<file path="src/rtl/core/drws_pkg.sv">
// ----------------------------------------------------------------------------
// drws_pkg
// Shared types, register indexes and reset constants of the DAV/RFD sender.
// ----------------------------------------------------------------------------
package drws_pkg;

    localparam int BUS_WIDTH_DEF  = 15;
    localparam int TIMER_BITS_DEF = 24;

    localparam int DATA_BUS_W = 15;
    localparam int WORD_W     = 16;
    localparam int CFG_DATA_W = 24;
    localparam int CFG_IDX_W  = 3;
    localparam int COUNT_W    = 32;

    // Configuration register indexes
    localparam logic [CFG_IDX_W-1:0] CFG_RFD_ACTIVE_LOW    = 3'd0;
    localparam logic [CFG_IDX_W-1:0] CFG_TRANSFERS_ENABLED = 3'd1;
    localparam logic [CFG_IDX_W-1:0] CFG_ASSERT_TIMEOUT    = 3'd2;
    localparam logic [CFG_IDX_W-1:0] CFG_DEASSERT_TIMEOUT  = 3'd3;
    localparam logic [CFG_IDX_W-1:0] CFG_CONNECT_WINDOW    = 3'd4;

    // Configuration reset values
    localparam logic [CFG_DATA_W-1:0] RST_ASSERT_TIMEOUT   = 24'd500000;
    localparam logic [CFG_DATA_W-1:0] RST_DEASSERT_TIMEOUT = 24'd500000;
    localparam logic [CFG_DATA_W-1:0] RST_CONNECT_WINDOW   = 24'd1000000;

    // Item operation codes
    localparam logic OP_TICK = 1'b0;
    localparam logic OP_SEND = 1'b1;

    typedef enum logic [1:0] {
        PH_IDLE          = 2'd0,
        PH_WAIT_ASSERT   = 2'd1,
        PH_WAIT_DEASSERT = 2'd2
    } t_phase;

    // Transfer completion event for one item
    typedef struct packed {
        logic done;
        logic ok;
    } t_xfer_evt;

    typedef struct packed {
        logic [DATA_BUS_W-1:0] data_bus;
        logic                  dav_n;
        logic                  busy_res;
        logic                  word_done;
        logic                  word_ok;
        logic                  connected;
        logic [COUNT_W-1:0]    success_count;
        logic [COUNT_W-1:0]    failure_count;
    } t_result;

endpackage

</file>
<file path="src/rtl/core/drws_xfer.sv">
// ----------------------------------------------------------------------------
// drws_xfer
// Transfer sequencer: latches a word, waits on RFD, drives DAV and the bus.
// ----------------------------------------------------------------------------
module drws_xfer #(
    parameter int BUS_WIDTH  = drws_pkg::BUS_WIDTH_DEF,
    parameter int TIMER_BITS = drws_pkg::TIMER_BITS_DEF
) (
    input  logic                            i_clk,
    input  logic                            i_rst_n,
    input  logic                            i_fire,
    input  logic                            i_operation,
    input  logic [drws_pkg::WORD_W-1:0]     i_word,
    input  logic                            i_rfd_level,
    input  logic                            i_abort,
    input  logic                            i_rfd_active_low,
    input  logic                            i_enabled,
    input  logic [drws_pkg::CFG_DATA_W-1:0] i_assert_to,
    input  logic [drws_pkg::CFG_DATA_W-1:0] i_deassert_to,
    output logic [BUS_WIDTH-1:0]            o_n_bus,
    output logic                            o_n_dav,
    output logic                            o_n_busy,
    output drws_pkg::t_xfer_evt             o_evt
);

    drws_pkg::t_phase        r_phase, n_phase;
    logic [BUS_WIDTH-1:0]    r_held, n_held;
    logic [BUS_WIDTH-1:0]    r_bus, n_bus;
    logic                    r_dav, n_dav;
    logic [TIMER_BITS-1:0]   r_wait, n_wait;

    logic        asserted;
    logic [31:0] wait_ext;
    logic [31:0] limit_ext;
    logic        stop;
    logic        is_send;

    assign asserted  = i_rfd_active_low ? ~i_rfd_level : i_rfd_level;
    assign wait_ext  = 32'(r_wait);
    assign limit_ext = (r_phase == drws_pkg::PH_WAIT_ASSERT) ? 32'(i_assert_to)
                                                              : 32'(i_deassert_to);
    assign stop      = i_abort | ~i_enabled | (wait_ext > limit_ext);
    assign is_send   = (i_operation == drws_pkg::OP_SEND);

    // Next phase
    always_comb begin
        n_phase = r_phase;
        if (i_fire) begin
            case (r_phase)
                drws_pkg::PH_WAIT_ASSERT: begin
                    if (!is_send) begin
                        if (asserted) begin
                            n_phase = drws_pkg::PH_WAIT_DEASSERT;
                        end else if (stop) begin
                            n_phase = drws_pkg::PH_IDLE;
                        end
                    end
                end
                drws_pkg::PH_WAIT_DEASSERT: begin
                    if (!is_send && (!asserted || stop)) begin
                        n_phase = drws_pkg::PH_IDLE;
                    end
                end
                default: begin
                    n_phase = (is_send && i_enabled) ? drws_pkg::PH_WAIT_ASSERT
                                                     : drws_pkg::PH_IDLE;
                end
            endcase
        end
    end

    // Datapath and completion event
    always_comb begin
        n_held    = r_held;
        n_bus     = r_bus;
        n_dav     = r_dav;
        n_wait    = r_wait;
        o_evt     = '0;
        if (i_fire) begin
            case (r_phase)
                drws_pkg::PH_WAIT_ASSERT: begin
                    if (!is_send) begin
                        if (asserted) begin
                            n_bus  = r_held;
                            n_dav  = 1'b0;
                            n_wait = '0;
                        end else if (stop) begin
                            n_dav      = 1'b1;
                            n_wait     = '0;
                            o_evt.done = 1'b1;
                        end else if (r_wait != '1) begin
                            n_wait = r_wait + 1'b1;
                        end
                    end
                end
                drws_pkg::PH_WAIT_DEASSERT: begin
                    if (!is_send) begin
                        if (!asserted) begin
                            n_dav      = 1'b1;
                            n_wait     = '0;
                            o_evt.done = 1'b1;
                            o_evt.ok   = 1'b1;
                        end else if (stop) begin
                            n_dav      = 1'b1;
                            n_wait     = '0;
                            o_evt.done = 1'b1;
                        end else if (r_wait != '1) begin
                            n_wait = r_wait + 1'b1;
                        end
                    end
                end
                default: begin
                    if (is_send) begin
                        if (!i_enabled) begin
                            n_dav      = 1'b1;
                            n_wait     = '0;
                            o_evt.done = 1'b1;
                        end else begin
                            n_held = i_word[BUS_WIDTH-1:0];
                            n_wait = '0;
                        end
                    end
                end
            endcase
        end
    end

    always_ff @(posedge i_clk) begin
        if (!i_rst_n) begin
            r_phase <= drws_pkg::PH_IDLE;
            r_held  <= '0;
            r_bus   <= '0;
            r_dav   <= 1'b1;
            r_wait  <= '0;
        end else begin
            r_phase <= n_phase;
            r_held  <= n_held;
            r_bus   <= n_bus;
            r_dav   <= n_dav;
            r_wait  <= n_wait;
        end
    end

    assign o_n_bus  = n_bus;
    assign o_n_dav  = n_dav;
    assign o_n_busy = (n_phase != drws_pkg::PH_IDLE);

endmodule

</file>
<file path="src/rtl/core/drws_link.sv">
// ----------------------------------------------------------------------------
// drws_link
// Link statistics: success and failure counts and the connected flag.
// ----------------------------------------------------------------------------
module drws_link #(
    parameter int TIMER_BITS = drws_pkg::TIMER_BITS_DEF
) (
    input  logic                            i_clk,
    input  logic                            i_rst_n,
    input  logic                            i_tick,
    input  drws_pkg::t_xfer_evt             i_evt,
    input  logic [drws_pkg::CFG_DATA_W-1:0] i_window,
    output logic                            o_n_connected,
    output logic [drws_pkg::COUNT_W-1:0]    o_n_ok_total,
    output logic [drws_pkg::COUNT_W-1:0]    o_n_fail_total
);

    logic [TIMER_BITS-1:0]        r_since, n_since;
    logic [TIMER_BITS-1:0]        since_tick;
    logic                         r_ever, n_ever;
    logic                         r_link, n_link;
    logic [drws_pkg::COUNT_W-1:0] r_ok, n_ok;
    logic [drws_pkg::COUNT_W-1:0] r_fail, n_fail;
    logic                         stale;

    // Advance the age counter first, saturating
    assign since_tick = (i_tick && r_since != '1) ? r_since + 1'b1 : r_since;
    assign stale      = ~r_ever | (32'(since_tick) > 32'(i_window));

    always_comb begin
        n_since = since_tick;
        n_ever  = r_ever;
        n_link  = r_link;
        n_ok    = r_ok;
        n_fail  = r_fail;
        if (i_evt.done) begin
            if (i_evt.ok) begin
                n_since = '0;
                n_ever  = 1'b1;
                n_link  = 1'b1;
                n_ok    = r_ok + 1'b1;
            end else begin
                n_fail = r_fail + 1'b1;
                if (stale) begin
                    n_link = 1'b0;
                end
            end
        end
    end

    always_ff @(posedge i_clk) begin
        if (!i_rst_n) begin
            r_since <= '0;
            r_ever  <= 1'b0;
            r_link  <= 1'b0;
            r_ok    <= '0;
            r_fail  <= '0;
        end else begin
            r_since <= n_since;
            r_ever  <= n_ever;
            r_link  <= n_link;
            r_ok    <= n_ok;
            r_fail  <= n_fail;
        end
    end

    assign o_n_connected  = n_link;
    assign o_n_ok_total   = n_ok;
    assign o_n_fail_total = n_fail;

endmodule

</file>
<file path="src/rtl/core/drws_obuf.sv">
// ----------------------------------------------------------------------------
// drws_obuf
// Result register with a skid entry; parts the input and output handshakes.
// ----------------------------------------------------------------------------
module drws_obuf (
    input  logic              i_clk,
    input  logic              i_rst_n,
    input  logic              i_push,
    input  drws_pkg::t_result i_data,
    output logic              o_full,
    output logic              o_valid,
    input  logic              i_stall,
    output drws_pkg::t_result o_data
);

    logic              r_ov, n_ov;
    logic              r_sv, n_sv;
    drws_pkg::t_result r_out, n_out;
    drws_pkg::t_result r_skid, n_skid;
    logic              pop;

    assign pop = r_ov & ~i_stall;

    always_comb begin
        n_ov   = r_ov;
        n_sv   = r_sv;
        n_out  = r_out;
        n_skid = r_skid;
        if (!r_ov || pop) begin
            if (r_sv) begin
                n_out = r_skid;
                n_ov  = 1'b1;
                n_sv  = i_push;
                if (i_push) begin
                    n_skid = i_data;
                end
            end else if (i_push) begin
                n_out = i_data;
                n_ov  = 1'b1;
            end else begin
                n_ov = 1'b0;
            end
        end else if (i_push) begin
            n_skid = i_data;
            n_sv   = 1'b1;
        end
    end

    always_ff @(posedge i_clk) begin
        if (!i_rst_n) begin
            r_ov <= 1'b0;
            r_sv <= 1'b0;
        end else begin
            r_ov <= n_ov;
            r_sv <= n_sv;
        end
    end

    always_ff @(posedge i_clk) begin
        r_out  <= n_out;
        r_skid <= n_skid;
    end

    assign o_full  = r_sv;
    assign o_valid = r_ov;
    assign o_data  = r_out;

endmodule

</file>
<file path="src/rtl/core/dav_rfd_word_handshake_sender_core.sv">
// ----------------------------------------------------------------------------
// dav_rfd_word_handshake_sender_core
// Output: each result beat is registered in the output register, or in the skid entry while stalled.
// Throughput: one item per cycle unless the skid entry is full; the sequencer and counters update each beat.
// A skid entry keeps input flowing for one beat while the output is stalled.
// Reset (synchronous, active low): idle, DAV released, counts and flags zero,
// configuration back to its defaults.
// ----------------------------------------------------------------------------
//
// Each accepted beat is either a one-microsecond tick or a send request.
// A send latches the word and starts a transfer; ticks then walk the wait
// for RFD asserted, drive the bus and pull DAV low, then wait for RFD to
// drop and release DAV. Both waits time out, and abort or disabling ends a
// wait as a failure. All state updates for a beat are made in the same
// cycle it is accepted; the result beat is captured into the output stage.
// ----------------------------------------------------------------------------
module dav_rfd_word_handshake_sender_core #(
    parameter int BUS_WIDTH  = drws_pkg::BUS_WIDTH_DEF,
    parameter int TIMER_BITS = drws_pkg::TIMER_BITS_DEF
) (
    input  logic                              i_clk,
    input  logic                              i_rst_n,
    // configuration write port
    input  logic                              i_cfg_we,
    input  logic [drws_pkg::CFG_IDX_W-1:0]    i_cfg_index,
    input  logic [drws_pkg::CFG_DATA_W-1:0]   i_cfg_data,
    // input channel
    input  logic                              i_in_valid,
    output logic                              o_in_stall,
    input  logic                              i_operation,
    input  logic [drws_pkg::WORD_W-1:0]       i_word,
    input  logic                              i_rfd_level,
    input  logic                              i_abort,
    // output channel
    output logic                              o_out_valid,
    input  logic                              i_out_stall,
    output logic [drws_pkg::DATA_BUS_W-1:0]   o_data_bus,
    output logic                              o_dav_n,
    output logic                              o_busy_res,
    output logic                              o_word_done,
    output logic                              o_word_ok,
    output logic                              o_connected,
    output logic [drws_pkg::COUNT_W-1:0]      o_success_count,
    output logic [drws_pkg::COUNT_W-1:0]      o_failure_count
);

    // Configuration registers
    logic                            r_rfd_active_low;
    logic                            r_enabled;
    logic [drws_pkg::CFG_DATA_W-1:0] r_assert_to;
    logic [drws_pkg::CFG_DATA_W-1:0] r_deassert_to;
    logic [drws_pkg::CFG_DATA_W-1:0] r_window;

    logic                            fire;
    logic                            tick;
    logic                            obuf_full;
    logic [BUS_WIDTH-1:0]            n_bus;
    logic [drws_pkg::WORD_W-1:0]     bus_ext;
    logic                            n_dav;
    logic                            n_busy;
    logic                            n_connected;
    logic [drws_pkg::COUNT_W-1:0]    n_ok_total;
    logic [drws_pkg::COUNT_W-1:0]    n_fail_total;
    drws_pkg::t_xfer_evt             evt;
    drws_pkg::t_result               res_in;
    drws_pkg::t_result               res_out;

    always_ff @(posedge i_clk) begin
        if (!i_rst_n) begin
            r_rfd_active_low <= 1'b0;
            r_enabled        <= 1'b1;
            r_assert_to      <= drws_pkg::RST_ASSERT_TIMEOUT;
            r_deassert_to    <= drws_pkg::RST_DEASSERT_TIMEOUT;
            r_window         <= drws_pkg::RST_CONNECT_WINDOW;
        end else if (i_cfg_we) begin
            case (i_cfg_index)
                drws_pkg::CFG_RFD_ACTIVE_LOW:    r_rfd_active_low <= i_cfg_data[0];
                drws_pkg::CFG_TRANSFERS_ENABLED: r_enabled        <= i_cfg_data[0];
                drws_pkg::CFG_ASSERT_TIMEOUT:    r_assert_to      <= i_cfg_data;
                drws_pkg::CFG_DEASSERT_TIMEOUT:  r_deassert_to    <= i_cfg_data;
                drws_pkg::CFG_CONNECT_WINDOW:    r_window         <= i_cfg_data;
                default: begin
                end
            endcase
        end
    end

    // Hold input only when both output slots are taken
    assign o_in_stall = obuf_full;
    assign fire       = i_in_valid & ~obuf_full;
    assign tick       = fire & (i_operation == drws_pkg::OP_TICK);

    drws_xfer #(
        .BUS_WIDTH  (BUS_WIDTH),
        .TIMER_BITS (TIMER_BITS)
    ) u_xfer (
        .i_clk            (i_clk),
        .i_rst_n          (i_rst_n),
        .i_fire           (fire),
        .i_operation      (i_operation),
        .i_word           (i_word),
        .i_rfd_level      (i_rfd_level),
        .i_abort          (i_abort),
        .i_rfd_active_low (r_rfd_active_low),
        .i_enabled        (r_enabled),
        .i_assert_to      (r_assert_to),
        .i_deassert_to    (r_deassert_to),
        .o_n_bus          (n_bus),
        .o_n_dav          (n_dav),
        .o_n_busy         (n_busy),
        .o_evt            (evt)
    );

    drws_link #(
        .TIMER_BITS (TIMER_BITS)
    ) u_link (
        .i_clk          (i_clk),
        .i_rst_n        (i_rst_n),
        .i_tick         (tick),
        .i_evt          (evt),
        .i_window       (r_window),
        .o_n_connected  (n_connected),
        .o_n_ok_total   (n_ok_total),
        .o_n_fail_total (n_fail_total)
    );

    // The bus field carries only the low 15 bits of the driven word
    assign bus_ext = drws_pkg::WORD_W'(n_bus);

    always_comb begin
        res_in.data_bus      = bus_ext[drws_pkg::DATA_BUS_W-1:0];
        res_in.dav_n         = n_dav;
        res_in.busy_res      = n_busy;
        res_in.word_done     = evt.done;
        res_in.word_ok       = evt.ok;
        res_in.connected     = n_connected;
        res_in.success_count = n_ok_total;
        res_in.failure_count = n_fail_total;
    end

    drws_obuf u_obuf (
        .i_clk   (i_clk),
        .i_rst_n (i_rst_n),
        .i_push  (fire),
        .i_data  (res_in),
        .o_full  (obuf_full),
        .o_valid (o_out_valid),
        .i_stall (i_out_stall),
        .o_data  (res_out)
    );

    assign o_data_bus      = res_out.data_bus;
    assign o_dav_n         = res_out.dav_n;
    assign o_busy_res      = res_out.busy_res;
    assign o_word_done     = res_out.word_done;
    assign o_word_ok       = res_out.word_ok;
    assign o_connected     = res_out.connected;
    assign o_success_count = res_out.success_count;
    assign o_failure_count = res_out.failure_count;

endmodule

</file>
<file path="config.mk">
export PLATFORM = sky130hd
export DESIGN_NAME = dav_rfd_word_handshake_sender_core
export DESIGN_NICKNAME = d
export VERILOG_FILES = /design/src/rtl/core/drws_pkg.sv /design/src/rtl/core/drws_xfer.sv /design/src/rtl/core/drws_link.sv /design/src/rtl/core/drws_obuf.sv /design/src/rtl/core/dav_rfd_word_handshake_sender_core.sv
export SDC_FILE = /design/constraint.sdc
export NUM_CORES = 1
export LEC_CHECK = 0
export BUFFER_PORTS_ARGS = -buffer_cell sky130_fd_sc_hd__buf_4
export CAP_MARGIN = 15
export CORE_ASPECT_RATIO = 1.1
export CORE_MARGIN = 10
export CORE_UTILIZATION = 40
export CTS_CLUSTER_SIZE = 8
export DETAILED_ROUTE_END_ITERATION = 6
export HOLD_SLACK_MARGIN = 0.15
export PLACE_DENSITY_LB_ADDON = 0.05
export SYNTH_ARGS = -nofsm -noshare
export SYNTH_HDL_FRONTEND = slang
export SYNTH_SLANG_ARGS = --single-unit
</file>
<file path="constraint.sdc">
create_clock -name i_clk -period 4.9 [get_ports i_clk]
set_input_delay 0.245 -clock i_clk [delete_from_list [all_inputs] [get_ports i_clk]]
set_output_delay 0.245 -clock i_clk [all_outputs]
set_load 0.01 [all_outputs]
</file>
# == Yosys cells after proc, flatten, opt, wreduce, memory -nomap -nowiden ==
# Cells that the tools add are included.
# totals
ff_bits,391
input_bits,51
output_inout_bits,86
word_cells,147
# classes
n_addsub,4
magnitude_cmp,2
n_eq_ne,11
mux,61
bitwise_logic,13
reduce_logical,23
# op_table
op,count
84-bit two-way mux,5
24-bit two-way mux,11
32-bit two-way mux,4
"32-bit by 1-bit adder with 32-bit output, second input constant",2
15-bit two-way mux,4
"24-bit by 1-bit adder with 24-bit output, second input constant",2
"24-bit != test, second input constant",2
24-bit one-hot mux with 2 select lines,1
24-bit by 32-bit > comparator with 1-bit output,1
1-bit two-way mux,26
24-bit > comparator,1
2-bit two-way mux,7
2-bit AND reduction,7
4-bit AND reduction,2
1-bit NOT,7
"3-bit by 2-bit == test with 1-bit output, second input constant",2
2-bit nonzero test,3
"2-bit != test, second input constant",2
1-bit one-hot mux with 2 select lines,2
2-bit one-hot mux with 2 select lines,1
1-bit bitwise AND,3
"3-bit by 1-bit == test with 1-bit output, second input constant",1
"3-bit == test, second input constant",1
1-bit logical AND,3
9 further kinds,14

# == Longest topological paths before layout ==
# Gate-level depths: netlist (run 1).
# depth
depth_word,14
depth_mapped,17
depth_no_buf,16

# == Modules after synthesis ==
# Synthesis (run 1) repeated with hierarchy kept, for this count alone.
# unflattened
cells_unflattened,1577
hier_area_um2,17877.1
# by_module_without_submodules
module,n_inst,cells_each,area_per_inst_um2,seq_area_each_um2
drws_obuf,1,273,6216.0,5084.9
drws_link,1,579,5093.6,1801.7
drws_xfer,1,439,3621.0,1141.1
dav_rfd_word_handshake_sender_core,1,286,2946.6,1481.4

# == Least setup slack after synthesis (run 1) ==
# OpenSTA, ideal clock, no wires.
# synth_path
path_kind,reg2reg
from,"reg u_obuf.r_sv, in the netlist u_obuf.o_full"
to,"reg u_obuf.r_out, in the netlist u_obuf.o_data[0], enable pin"
setup_ns,0.554
t_arrival_ns,4.657
slack_ns,-0.311
stages_incl_launch_ff,4
path_buffers,1
cell_sequence,dfxtp_1 buf_4 nor2_1 a21oi_1
# synth_between
elab_chain_cells,4
# synth_rtl
item,line,text
from (decl),drws_obuf.sv:17,"logic r_sv, n_sv;"
from (signal assigned),drws_obuf.sv:55,r_sv <= n_sv;
1-bit NOT,dav_rfd_word_handshake_sender_core.sv:90,assign fire = i_in_valid & ~obuf_full;
1-bit bitwise AND,dav_rfd_word_handshake_sender_core.sv:90,
2-bit nonzero test (no source line) *,n/a,
2-bit AND reduction (no source line) *,n/a,
to (signal assigned),drws_obuf.sv:60,r_out <= n_out;
to (decl),drws_obuf.sv:18,"drws_pkg::t_result r_out, n_out;"
# Mark *: on every way between the ends. The rest lies on a longest branch, timed or not.
# A chain may end at the register's enable or synchronous reset.

# == Final worst setup path (run 1) ==
# layout_path
from,reg u_xfer.r_phase[1]
to,reg u_xfer.r_wait[14]
# layout_between
elab_chain_cells,8
# layout_rtl
item,line,text
from (decl),drws_xfer.sv:26,"drws_pkg::t_phase r_phase, n_phase;"
from (signal assigned),drws_xfer.sv:130,r_phase <= drws_pkg::PH_IDLE;
from (signal assigned),drws_xfer.sv:136,r_phase <= n_phase;
2-bit by 1-bit == test with 1-bit output,"drws_xfer.sv:40, drws_xfer.sv:80",
24-bit two-way mux,drws_xfer.sv:40,assign limit_ext = (r_phase == drws_pkg::PH_WAIT_ASSERT) ? 32'(i_assert_to)
24-bit by 32-bit > comparator with 1-bit output,drws_xfer.sv:42,assign stop = i_abort | ~i_enabled | (wait_ext > limit_ext);
1-bit OR,drws_xfer.sv:42,
24-bit two-way mux,drws_xfer.sv:87,end else if (stop) begin
"24-bit two-way mux, on equally long branches","drws_xfer.sv:98, drws_xfer.sv:83",
"24-bit two-way mux, on equally long branches","drws_xfer.sv:97, drws_xfer.sv:82",
24-bit one-hot mux with 2 select lines,drws_xfer.sv:80,case (r_phase)
to (signal assigned),drws_xfer.sv:140,r_wait <= n_wait;
to (decl),drws_xfer.sv:30,"logic [TIMER_BITS-1:0] r_wait, n_wait;"
# Several ways; a longest one is shown, not always the timed one. The select of a mux whose other input is x is not followed.

==> reports/metrics.csv, run 1 <==
metric,value,unit
WL final,42380,um
Tot Pwr,7.316,mW
Vias,12265,
Initial DRC Count,647,
Slew HR,0.2260,
asr flop ratio synth,0,
global route overflow,0,
Reg-to-Reg Start,u_xfer.r_phase[1],
"Avg Cell Area, Syn",10.67,sq um
peak supply drop,0.2631,mV
nets,1895,
fin util,0.4899,
# port buffers,135,
Skew-Pair Late Insertion Delay,0.59,ns
detailed-route wire length per cell,17.73,um
leakage power,8.049,nW
"Min Clock Period, post-route",4.245,ns
pins over their slew limit,0,
num rows,79,
Worst Reg-to-Reg Cells,13,
ys flop type,dfxtp_1,
critical path required time,5.40,ns
Worst EP arrival,4.74,ns
Clock Path Buffers,3,
Area Growth Syn to Fin,20.49,%
vias in the first global route,12372,
CTS tree,yes,
final setup fails,0,
placer congestion estimate,0.7988,
Seq cells post-synth,391,
pin count of the biggest net entering global routing,85,
fraction of layout cells with a size suffix above 1,0.1783,
Worst R2R Setup Slack,0.66,ns
Syn. warnings,0,
IO Pins,137,
Max Cap Violations,0,
Ant. Diodes,0,
full die area,0.05192,sq mm
"commonest non-fill, non-tap cell in the layout",nand2_1,
fin crit share,0.8663,
initial antenna violation count,0,
HPWL Detailed,28000,um
f_max,235.6,MHz
filler instances,3979,
clock root cell,clkbuf_16,
synthesized cell area,0.01728,sq mm
Detailed Routing Iterations Pass 1,5,
most frequent cells in the layout,"250 x nand2_1, 223 x dfxtp_1, 168 x edfxtp_1",
GRT met3 Usage,0.03505,
CP startpoint kind,flip-flop,
Post-synth EDFFs,168,
reg2reg end,u_xfer.r_wait[14],
"antenna viol nets, final",0,
Worst Tran Pin Value,1.160,ns
post-route clock skew,0.01829,ns
worst hold path type,primary input to flip-flop,
CP Launch Point,u_xfer.r_phase[1],
total negative slack,0,ns
gr busiest metal,met2,
power density over cell area,351.4,mW/mm^2
Critical Path Sink,u_xfer.r_wait[14],
core area,0.04250,sq mm
Chip Width,218.2,um
"Clk pin slew, worst setup/hold paths",0.05,ns
Crit Path Class,flip-flop to flip-flop,
Setup crit end kind,flip-flop,
met1 Use GR,0.2096,
drt drc,0,
GRT Util Overall,0.1619,
post-cts resize count,0,
first-pass GRT wire length,68250,um
crit-path max FO,30,
Inserted Clock Buffers,54,
die height,238.0,um
RSZ-0062 raised after global routing,no,
Initial Utilization,0.4066,
CTS H-tree lvls,2,
Synthesized Nets,1724,
sequential area share after synthesis,0.5503,
M2 GR Usage,0.2665,
Syn Inst Count,1619,
clk sinks,391,
Final Hold Fails,0,
status,completed,
Via density,5.132,
synth unique cells,67,
==> per-stage QoR <==
step / worst slack [ns] / hold WS, ns / instances / instance area [sq um]
global placement: 0.6450 / 0.4398 / 2253 / 18830
global route: 0.2872 / 0.2560 / 2390 / 20820
detailed placement: 0.6239 / 0.4452 / 2253 / 18830
CTS: 0.6125 / 0.1973 / 2389 / 20820
finish: 0.6551 / 0.2397 / 2390 / 20820
floorplan: 0.08980 / 0.3690 / 1619 / 17280
==> cells in the mapped netlist, drive strengths merged, types with 3 or more instances <==
| library cell | number | area [sq um] |
|---|---|---|
| a2111oi | 8 | 138.9 |
| a211oi | 22 | 165.2 |
| a21o | 8 | 60.06 |
| a21oi | 100 | 500.5 |
| a311oi | 12 | 105.1 |
| a31o | 3 | 26.28 |
| a31oi | 14 | 87.58 |
| a41oi | 7 | 61.31 |
| and2 | 82 | 513.0 |
| and3 | 31 | 193.9 |
| buf | 18 | 105.1 |
| clkbuf | 67 | 251.5 |
| dfxtp | 223 | 4464 |
| edfxtp | 168 | 5045 |
| ha | 54 | 675.7 |
| inv | 52 | 195.2 |
| mux2 | 91 | 1025 |
| mux2i | 25 | 250.2 |
| nand2 | 250 | 938.4 |
| nand2b | 7 | 43.79 |
| nand3 | 70 | 362.8 |
| nand3b | 3 | 22.52 |
| nand4 | 27 | 168.9 |
| nor2 | 53 | 201.5 |
| nor2b | 26 | 162.7 |
| nor3 | 20 | 100.1 |
| nor3b | 5 | 37.54 |
| nor4 | 9 | 56.30 |
| o211ai | 11 | 82.58 |
| o21ai | 18 | 90.09 |
| o221ai | 4 | 35.03 |
| o22ai | 3 | 18.77 |
| o31ai | 4 | 30.03 |
| or2 | 6 | 37.54 |
| or3 | 7 | 43.79 |
| or4 | 5 | 41.29 |
| xnor2 | 35 | 314.1 |
| xor2 | 49 | 429.2 |
==> final cells by class <==
| cell class | count | area, sq um | share of cell area |
|---|---|---|---|
| Tap cell | 567 | 709.4 | 0.03407 |
| Clock inverter | 2 | 36.28 | 0.001743 |
| Multi-Input combinational cell | 1091 | 7241 | 0.3478 |
| Inverter | 52 | 196.4 | 0.009435 |
| Timing Repair Buffer | 200 | 1654 | 0.07944 |
| Clock buffer | 87 | 1475 | 0.07085 |
| Sequential cell | 391 | 9509 | 0.4567 |
==> flip-flops by register name, indices dropped and copies added (netlist names), 2 cells and up <==
register        cells
u_xfer.r_phase      2
u_link.r_ok        32
u_xfer.r_held      15
u_obuf.r_skid      84
r_assert_to        24
u_xfer.r_bus       15
u_obuf.o_data      84
r_deassert_to      24
u_xfer.r_wait      24
u_link.r_fail      32
r_window           24
u_link.r_since     24
==> worst max-delay path, stage by stage, from the launching register on <==
cell and delay (ns):
dfxtp_1 0.34, inv_1 0.07, ha_1 0.19, buf_12 0.24
mux2i_1 0.25, ha_1 0.28, a21oi_1 0.12, o21ai_0 0.14
a221o_1 0.31, nor3_1 0.50, o21ai_1 0.36, a2111o_1 0.70
or3_1 0.43, a31oi_1 0.17
==> worst min path at each step <==
| stage | from | to | slack (ns) | cells after the start |
|---|---|---|---|---|
| 2_1_floorplan | i_cfg_data[13] | r_assert_to[13] | 0.37 | 2 |
| 3_3_place_gp | r_deassert_to[0] | r_deassert_to[0] | 0.44 | 2 |
| 3_5_place_dp | u_xfer.r_held[11] | u_xfer.r_held[11] | 0.45 | 2 |
| 4_1_cts | i_cfg_we | r_rfd_active_low | 0.20 | 5 |
| 5_1_grt | i_cfg_we | r_rfd_active_low | 0.26 | 5 |
| 6_report | i_cfg_we | r_rfd_active_low | 0.24 | 5 |
==> per-layer routing <==
layer | vias to the layer above | wire length, um
met5 | - | 0
met4 | 0 | 928
met3 | 66 | 1881
met2 | 224 | 20120
met1 | 5903 | 19450
li1 | 6072 | -
==> timing repair <==
item | in CTS | in global routing
hold buffers | 47 | 0
buffers inserted | 0 | 0
endpoints found under the hold margin | 93 | 0
==> kinds of logic (layout without fill, tap and decap cells) <==
family / after synthesis / after routing / synth area share
XOR/XNOR: 84 / 84 / 0.04301
AO/OA/AOI/OAI: 233 / 233 / 0.09123
multiplexers: 116 / 116 / 0.07378
flip-flops: 391 / 391 / 0.5503
adder cells (fa/ha/maj): 54 / 54 / 0.03910
buffers and inverters: 137 / 341 / 0.03193
AND/OR/NAND/NOR: 604 / 604 / 0.1707
==> where the power goes <==
group	internal (mW)	switching, mW
clock	2.03	1.36
sequential	3.49	0.0356
combinational	0.170	0.233
Note: power is estimated with default switching activity, not from simulation.
==> run 2, diff against run 1 <==
- CORE_UTILIZATION: 40 -> 52
- clock period: 4.9 -> 5.1 ns (I/O delays scaled with it)
==> reports/metrics.csv, run 2 (synthesized netlist as in run 1, its figures left out) <==
metric,value,unit
total negative slack,0,ns
peak supply drop,0.2447,mV
"commonest non-fill, non-tap cell in the layout",nand2_1,
sw frac,0.2187,
Worst Reg-to-Reg Cells,15,
crit-path max FO,28,
detailed-route wire length per cell,17.79,um
worst hold path type,primary input to flip-flop,
fraction of layout cells with a size suffix above 1,0.1775,
CTS tree,yes,
HPWL Detailed,26600,um
# port buffers,135,
nets,1894,
core area,0.03255,sq mm
Max Cap Violations,0,
Critical Path Sink,u_obuf.o_data[14],
reg2reg end,u_obuf.o_data[14],
initial antenna violation count,0,
Vias,12357,
CP Launch Point,u_xfer.r_phase[1],
pin count of the biggest net entering global routing,94,
Area Growth Syn to Fin,19.38,%
GRT Util Overall,0.1923,
CP startpoint kind,flip-flop,
IO Pins,137,
fin area,0.02063,sq mm
clock root cell,clkbuf_16,
die height,211.2,um
most frequent cells in the layout,"250 x nand2_1, 223 x dfxtp_1, 168 x edfxtp_1",
"Min Clock Period, post-route",4.315,ns
Crit Path Class,flip-flop to flip-flop,
"Clk pin slew, worst setup/hold paths",0.06,ns
Initial DRC Count,740,
Chip Width,193.8,um
first-pass GRT wire length,65260,um
Inserted Clock Buffers,54,
critical path required time,5.41,ns
Tot Pwr,7.036,mW
DP Area,0.01861,sq mm
Setup Buffers After CTS,0,
Hold WS,0.2438,ns
drt drc,0,
pins over their slew limit,0,
Worst Tran Pin Value,1.092,ns
Final Hold Fails,0,
post-route clock skew,0.01458,ns
Initial Utilization,0.5309,
power density over cell area,341.1,mW/mm^2
Reg-to-Reg Start,u_xfer.r_phase[1],
Worst EP arrival,4.63,ns
fin crit share,0.8461,
WL final,40040,um
Worst R2R Setup Slack,0.78,ns
status,completed,
Worst Hold Launch,i_cfg_we,
Gate power share,0.054,
placer congestion estimate,0.8536,
global route overflow,0,
CTS H-tree lvls,2,
Skew-Pair Late Insertion Delay,0.58,ns
Via density,5.490,
num rows,69,
RSZ-0062 raised after global routing,no,
vias in the first global route,12461,
leakage power,8.051,nW
Ant. Diodes,0,
Setup crit end kind,flip-flop,
full die area,0.04093,sq mm
Flop pwr share,0.481,
Slew HR,0.2687,
f_max,231.7,MHz
final setup fails,0,
Sw Pwr,1.539,mW
filler instances,2609,
clk sinks,391,
Detailed Routing Iterations Pass 1,5,
Internal,5.497,mW
Clock Power Share,0.465,
Clock Path Buffers,3,
"antenna viol nets, final",0,
run 2: cell types whose count changed in the layout (fill, tap and decap cells not counted):
cell           change
buf_12             -3
buf_4              +2
clkbuf_1           +2
clkbuf_16          +1
clkbuf_2           -1
clkinv_8           -1
dlygate4sd3_1      +1
inv_6              +1
run 2: worst min-delay path by stage:
| stage | end | depth (start not counted) |
|---|---|---|
| detailed placement | r_assert_to[0] | 2 |
| finish | r_rfd_active_low | 5 |
| CTS | r_rfd_active_low | 5 |
| floorplan | r_assert_to[13] | 2 |
| global route | r_rfd_active_low | 5 |
| global placement | r_deassert_to[19] | 2 |
run 2: stage by stage:
step | std cells | utilization | worst slack, ns
floorplan | 1619 | - | 0.2898
global placement | 2110 | 0.5716 | 0.8767
detailed placement | 2110 | 0.5716 | 0.7940
CTS | 2250 | 0.6336 | 0.7920
global route | 2251 | 0.6338 | 0.4342
finish | 2251 | 0.6338 | 0.7847
run 2: worst max-delay path: stages, from the launching register on:
cell	delay (ns)
dfxtp_1	0.35
inv_1	0.07
ha_1	0.13
buf_4	0.36
buf_4	0.25
mux2i_1	0.26
ha_1	0.18
a41o_1	0.17
a21oi_1	0.04
o221ai_1	0.31
o21ai_0	0.21
a221o_1	0.35
buf_4	0.25
a2111oi_0	0.59
xor2_1	0.19
mux2_2	0.30
run 2: layer usage:
metal	vias to the layer above	share of wire	global-route usage
met5	-	0	0
met1	5927	0.44	0.2410
met3	72	0.050	0.04222
li1	6092	-	-
met4	0	0.021	0.05681
met2	266	0.49	0.3270
run 2: layout make-up:
cell class	instances	area, sq um	area share
clock buffer	90	1508	0.07308
clock inverter	2	28.78	0.001395
inverter	52	196.4	0.009522
multi-input combinational	1091	7241	0.3510
sequential	391	9509	0.4609
tap	426	533.0	0.02584
timing repair buffer	199	1614	0.07824
run 2: timing repair:
| action | CTS | global route |
|---|---|---|
| hold buffers | 48 | 0 |
| endpoints found under the hold margin | 98 | 0 |
| endpoints found under the setup margin | 0 | 0 |
| gates resized for setup | 0 | 0 |
run 2: power by group through the flow:
stage	clock [mW]	sequential, mW	combinational (mW)
final	3.27	3.38	0.382
after global routing	3.49	3.39	0.419
after CTS	3.34	3.38	0.386
after detailed placement	0	3.44	0.356
after global placement	0	3.44	0.351
after floorplan	0	3.46	0.169
